**config.mk**
```make
export PLATFORM = sky130hd
export DESIGN_NAME = ssc_mul
export DESIGN_NICKNAME = d
export VERILOG_FILES = /design/src/ssc_pkg.sv /design/src/ssc_mul.sv
export SDC_FILE = /design/constraint.sdc
export NUM_CORES = 2
export LEC_CHECK = 0
export BUFFER_PORTS_ARGS = -buffer_cell sky130_fd_sc_hd__buf_2
export CELL_PAD_IN_SITES_DETAIL_PLACEMENT = 2
export CELL_PAD_IN_SITES_GLOBAL_PLACEMENT = 2
export CORE_ASPECT_RATIO = 1.5
export CORE_UTILIZATION = 45
export DETAILED_ROUTE_END_ITERATION = 10
export GPL_TIMING_DRIVEN = 0
export PLACE_DENSITY_LB_ADDON = 0.1
export SLEW_MARGIN = 20
export SYNTH_ARGS = -nofsm -noshare
export SYNTH_HDL_FRONTEND = slang
export SYNTH_SLANG_ARGS = --single-unit
```
**constraint.sdc**
```tcl
create_clock -name clock -period 10.7 [get_ports clock]
set_clock_uncertainty 0.1 [all_clocks]
set_input_delay 2.14 -clock clock [delete_from_list [all_inputs] [get_ports clock]]
set_output_delay 2.14 -clock clock [all_outputs]
set_load 0.02 [all_outputs]
```
**src/ssc_pkg.sv**
```systemverilog
// Shared constants for the swept sphere collision unit
`timescale 1ns / 1ps
package ssc_pkg;
   localparam int COORD_WIDTH_DEF = 32;
   localparam int PIPE_DEPTH      = 8;
endpackage

```
**src/ssc_mul.sv**
```systemverilog
// Two-stage unsigned multiplier built from four half-width partial products
`timescale 1ns / 1ps
module ssc_mul
   import ssc_pkg::*;
#(
   parameter int AW = 33,
   parameter int BW = 33
) (
   input  logic               clock,
   input  logic [AW-1:0]      a,
   input  logic [BW-1:0]      b,
   output logic [AW+BW-1:0]   p
);
   localparam int HA = (AW + 1) / 2;
   localparam int HB = (BW + 1) / 2;
   localparam int UA = AW - HA;
   localparam int UB = BW - HB;

   logic [HA+HB-1:0] pp_ll_ff;
   logic [HA+UB-1:0] pp_lh_ff;
   logic [UA+HB-1:0] pp_hl_ff;
   logic [UA+UB-1:0] pp_hh_ff;
   logic [AW+BW-1:0] p_in;
   logic [AW+BW-1:0] p_ff;

   always_ff @(posedge clock) begin
      pp_ll_ff <= a[HA-1:0] * b[HB-1:0];
      pp_lh_ff <= a[HA-1:0] * b[BW-1:HB];
      pp_hl_ff <= a[AW-1:HA] * b[HB-1:0];
      pp_hh_ff <= a[AW-1:HA] * b[BW-1:HB];
      p_ff     <= p_in;
   end

   always_comb begin
      p_in = (AW+BW)'(pp_ll_ff)
           + ((AW+BW)'(pp_lh_ff) << HB)
           + ((AW+BW)'(pp_hl_ff) << HA)
           + ((AW+BW)'(pp_hh_ff) << (HA + HB));
   end

   assign p = p_ff;
endmodule

```
Word-level counts from Yosys, hierarchy flattened
Cells that the tools add are included.

operators by class
  add/subtract/negate cells = 3
  multiply operators = 4

operators with widths
  operator                      number
  adder 66 bit                  1
  adder 51 x 50 -> 52 bit       1
  adder 34 x 50 -> 51 bit       1
  multiplier 17 x 17 -> 34 bit  1
  multiplier 16 x 17 -> 33 bit  1
  multiplier 17 x 16 -> 33 bit  1
  multiplier 16 x 16 -> 32 bit  1

storage, ports and cells
  input bits = 67
  output and inout port bits = 66
  word-level logic and storage cells = 12
  register bits = 198

Logic depth before layout (Yosys ltp)
  depth after elaboration = 3
  gate-level depth with buffers = 24
  mapped depth without buffers = 24

Least setup slack after synthesis
No wires, ideal clock.

  path kind = input -> register
  start point = input b[7]
  end point = register pp_hl_ff[32]
  required time = 10477 ps
  stages on the path = 23
  arrival time = 7600 ps
  buffers on the path = 2
  slack = 2878 ps
  cells stage by stage = clkbuf_1 > nand2_1 > fa_1 > inv_1 > fa_1 > inv_1 > fa_1 > inv_1 > fa_1 > fa_1 > inv_1 > fa_1 > inv_1 > ha_1 > clkbuf_1 > and3_1 > nand2b_1 > o21ai_1 > a41oi_2 > o31a_1 > a311oi_1 > a211oi_1 > xnor2_1

between the ends
  cells in the longest elaborated chain, start to end = 1

ends and longest elaborated chain
  element                       line           text
  from (decl)                   ssc_mul.sv:11  input logic [BW-1:0] b,
  multiplier 16 x 17 -> 33 bit  ssc_mul.sv:29  pp_hl_ff <= a[AW-1:HA] * b[HB-1:0];
  to (signal assigned)          ssc_mul.sv:29
  to (decl)                     ssc_mul.sv:21  logic [UA+HB-1:0] pp_hl_ff;

No other way between the ends.

Worst setup path in the final report
  start point = input b[19]
  end point = register pp_lh_ff[31]

between the ends
  cells in the longest elaborated chain, start to end = 1

ends and longest elaborated chain
  element                       line           text
  multiplier 17 x 16 -> 33 bit  ssc_mul.sv:28  pp_lh_ff <= a[HA-1:0] * b[BW-1:HB];
  to (signal assigned)          ssc_mul.sv:28
  to (decl)                     ssc_mul.sv:20  logic [HA+UB-1:0] pp_lh_ff;

No other way between the ends.

==> metrics.yaml <==
flow_run:
  cap_viol_max_count: 0
cells_and_area:
  ff_latch_area_um2: 3960
  nNetsFinal: 6304
  multi_input_comb_area_um2: 34500
  fill_cells: 10500
  area_growth_pct: 7.19
  drive_above_1_share_pct: 4.03
synth:
  synth_area_leader_cell: "sky130_fd_sc_hd__fa_1"
  synth_fp_nets: 6150
  synth_edf_count: 0
  post_syn_area_per_cell_um2: 9.03
  yosys.cell_count.top_type: "sky130_fd_sc_hd__inv_1"
  synth-seq-cells: 198
  synth.yosys.seq_area_share_pct: 9.26
  primary_ff_master_synth: "sky130_fd_sc_hd__dfxtp_1"
  yosys_synthesis_warning_count: 0
  synth_common_cells: "sky130_fd_sc_hd__inv_1 (971), sky130_fd_sc_hd__fa_1 (853), sky130_fd_sc_hd__nand2_1 (667)"
  synth_area_leaders: "sky130_fd_sc_hd__fa_1 (40%), sky130_fd_sc_hd__ha_1 (14%), sky130_fd_sc_hd__dfxtp_1 (9.3%)"
  synthArstFlopShare_pct: 0
  mappedNetlistArea_um2: 42800
  synth_top_area_share_pct: 39.9
  synth_cell_type_count: 60
  synthCells: 4742
worst_setup_path:
  critPathMaxFanout: 10
  critPathArrivalTime_ns: 10.46
  criticalPathCategory: "in2reg"
  count_of_cells_along_the_worst_register_to_register_path: 22
  critPathRequiredTime_ns: 11.02
  critical_path.endpoint_type: "flip-flop"
  timing.reg2reg.setup_slack_ns: 3.90
  critical_path.reg2reg.startpoint: "pp_ll_ff[18]"
  rr_endpoint: "p[64]"
  crit_path_start_kind: "primary input"
die:
  core_area_um2: 94300
  fp.dieH_um: 380
  placementRows: 138
  width_of_the_die_um: 254
  floorplan.initialDensity_pct: 45.4
  die-area_um2: 96400
  floorplan.io_pins: 133
worst_hold_path:
  holdCritStartpoint: "pp_ll_ff[9]"
  hold_depth: 0
  worstHoldEndpoint: "p[9]"
  worst_min_delay_path_class: "reg2reg"
drt:
  finalWirelength_um: 191000
  detail_route.first_pass.iterations: 7
  avg_wl_per_cell_um: 30.9
  route.antenna.remaining_nets: 0
  drc: 0
  vias: 35800
  vias_per_cell: 5.77
  drt-initial-drc-count: 1756
sta:
  final-hold-violation-count: 0
  timing_worst_slew_pin_value_ns: 1.34
  layout_min_cycle_time_ns: 10.14
  setup_viol_count_final: 0
  final.hold.worst_slack_ns: 0.233
  final_min_period_over_clock_period_pct: 94.8
  fin_tns_setup_ns: 0
  post-route-worst-setup-slack_ns: 0.562
  rsz0062_at_grt: "false"
  max_freq_ghz: 0.0986
  maxSlewViolCount: 0
  relative_slew_margins_pct: 10.7
clock_tree:
  cts_inserted_buffers: 17
  cts_setup_buffers: 0
  insertion_delay_ns: 0.60
  tritoncts: "done"
  number_of_hold_buffers_added_after_cts: 0
  cts.sink_count: 198
  clock_path_buffers: 2
  root_buffer: "sky130_fd_sc_hd__clkbuf_16"
  post_cts_resize_count: 0
  cts_htree_levels: 4
  path_clk_slew_ns: 0.11
global_route:
  grt_start_max_net_pins: 22
  first_global_vias: 42700
  first_pass_grt_wire_length_um: 278000
  globalRouteTotalUtil_pct: 41.1
  number_of_antenna_violations_at_the_first_check_in_global_routing: 37
  grt.overflow.total: 0
place:
  portBuffers: 132
  global_placement_routability_congestion: 1.01
  hpwl_after_dpl_um: 156000
  preCtsSetupSlack_ns: 0.0779
run_status:
  status: "finished clean"
==> how the worst max path moves through the flow <==
stage | from | to | slack [ns] | depth (start not counted)
2_1_floorplan | b[7] | pp_hl_ff[32] | 2.88 | 23
3_3_place_gp | b[19] | pp_lh_ff[32] | 0.19 | 19
3_5_place_dp | b[19] | pp_lh_ff[32] | 0.08 | 21
4_1_cts | b[19] | pp_lh_ff[32] | 0.67 | 21
5_1_grt | b[19] | pp_lh_ff[31] | 0.42 | 22
6_report | b[19] | pp_lh_ff[31] | 0.56 | 20
==> critical path, stage by stage <==
cell                       delay [ns]
sky130_fd_sc_hd__buf_2           0.33
sky130_fd_sc_hd__clkbuf_1        0.88
sky130_fd_sc_hd__nand2_1         0.20
sky130_fd_sc_hd__fa_1            0.54
sky130_fd_sc_hd__fa_1            0.48
sky130_fd_sc_hd__fa_1            0.53
sky130_fd_sc_hd__fa_1            0.54
sky130_fd_sc_hd__inv_1           0.07
sky130_fd_sc_hd__fa_1            0.54
sky130_fd_sc_hd__fa_1            0.49
sky130_fd_sc_hd__ha_1            0.38
sky130_fd_sc_hd__o21ai_0         0.20
sky130_fd_sc_hd__o21bai_1        0.13
sky130_fd_sc_hd__a211o_1         0.32
sky130_fd_sc_hd__a221oi_1        0.87
sky130_fd_sc_hd__o21ai_0         0.42
sky130_fd_sc_hd__o221ai_1        0.52
sky130_fd_sc_hd__o21ai_0         0.20
sky130_fd_sc_hd__a21oi_1         0.29
sky130_fd_sc_hd__xnor2_2         0.32
==> through the flow <==
step / cells / util [%] / instance area [µm²]
floorplan: 4742 / - / 42800
global placement: 6134 / 47.8 / 45100
detailed placement: 6136 / 47.8 / 45100
CTS: 6168 / 48.5 / 45700
global route: 6183 / 48.7 / 45900
finish: 6197 / 48.7 / 45900
==> kinds of logic after synthesis <==
logic type	after synthesis	synth area share, %
AND/OR/NAND/NOR	1374	15.7
AO/OA/AOI/OAI	458	6.88
buffers and inverters	1198	10.5
XOR/XNOR	173	3.54
adder cells (fa/ha/maj)	1341	54.1
flip-flops	198	9.26
==> cells in the final DEF, fill, tap and decap left out, types with 7 or more instances in the layout <==
cell,n
sky130_fd_sc_hd__nand4_1,20
sky130_fd_sc_hd__o21bai_1,17
sky130_fd_sc_hd__nand2b_1,17
sky130_fd_sc_hd__a211oi_1,20
sky130_fd_sc_hd__clkbuf_16,17
sky130_fd_sc_hd__a21boi_0,7
sky130_fd_sc_hd__nor2_1,74
sky130_fd_sc_hd__and2_1,508
sky130_fd_sc_hd__nor2b_1,11
sky130_fd_sc_hd__ha_1,488
sky130_fd_sc_hd__o21ai_0,74
sky130_fd_sc_hd__a21oi_1,151
sky130_fd_sc_hd__buf_2,133
sky130_fd_sc_hd__dfxtp_1,198
sky130_fd_sc_hd__and3_1,13
sky130_fd_sc_hd__a21o_1,81
sky130_fd_sc_hd__nand2_1,667
sky130_fd_sc_hd__xor2_1,50
sky130_fd_sc_hd__diode_2,28
sky130_fd_sc_hd__fa_1,853
sky130_fd_sc_hd__clkbuf_1,220
sky130_fd_sc_hd__o21a_1,17
sky130_fd_sc_hd__inv_1,971
sky130_fd_sc_hd__nor3_1,9
sky130_fd_sc_hd__xnor2_2,9
sky130_fd_sc_hd__nand3_1,33
sky130_fd_sc_hd__a31oi_1,16
sky130_fd_sc_hd__o211ai_1,11
sky130_fd_sc_hd__xnor2_1,112
==> routing by layer <==
layer  vias to the layer above  global-route usage, %  routed length, µm
li1                      14700                      -                  -
met1                     18700                   39.5              61300
met2                      1468                   71.1              96000
met3                       875                   8.47              11000
met4                        26                   40.8              23000
met5                         -                      0                199
==> cell type report <==
class | instances | area share [%]
clock inverter | 15 | 0.480
antenna | 28 | 0.153
buffer | 227 | 1.87
sequential | 198 | 8.63
timing repair buffer | 135 | 1.50
inverter | 971 | 7.94
clock buffer | 17 | 0.927
multi-input combinational | 3346 | 75.1
tap | 1260 | 3.43
==> registers in the layout (all words and copies together), names as in the netlist <==
register / flops
pp_hh_ff: 32
pp_hl_ff: 33
pp_lh_ff: 33
pp_ll_ff: 34
p: 66
Power is not shown: default switching activity piles up to over one toggle a cycle in this logic, so the estimate is an artifact.
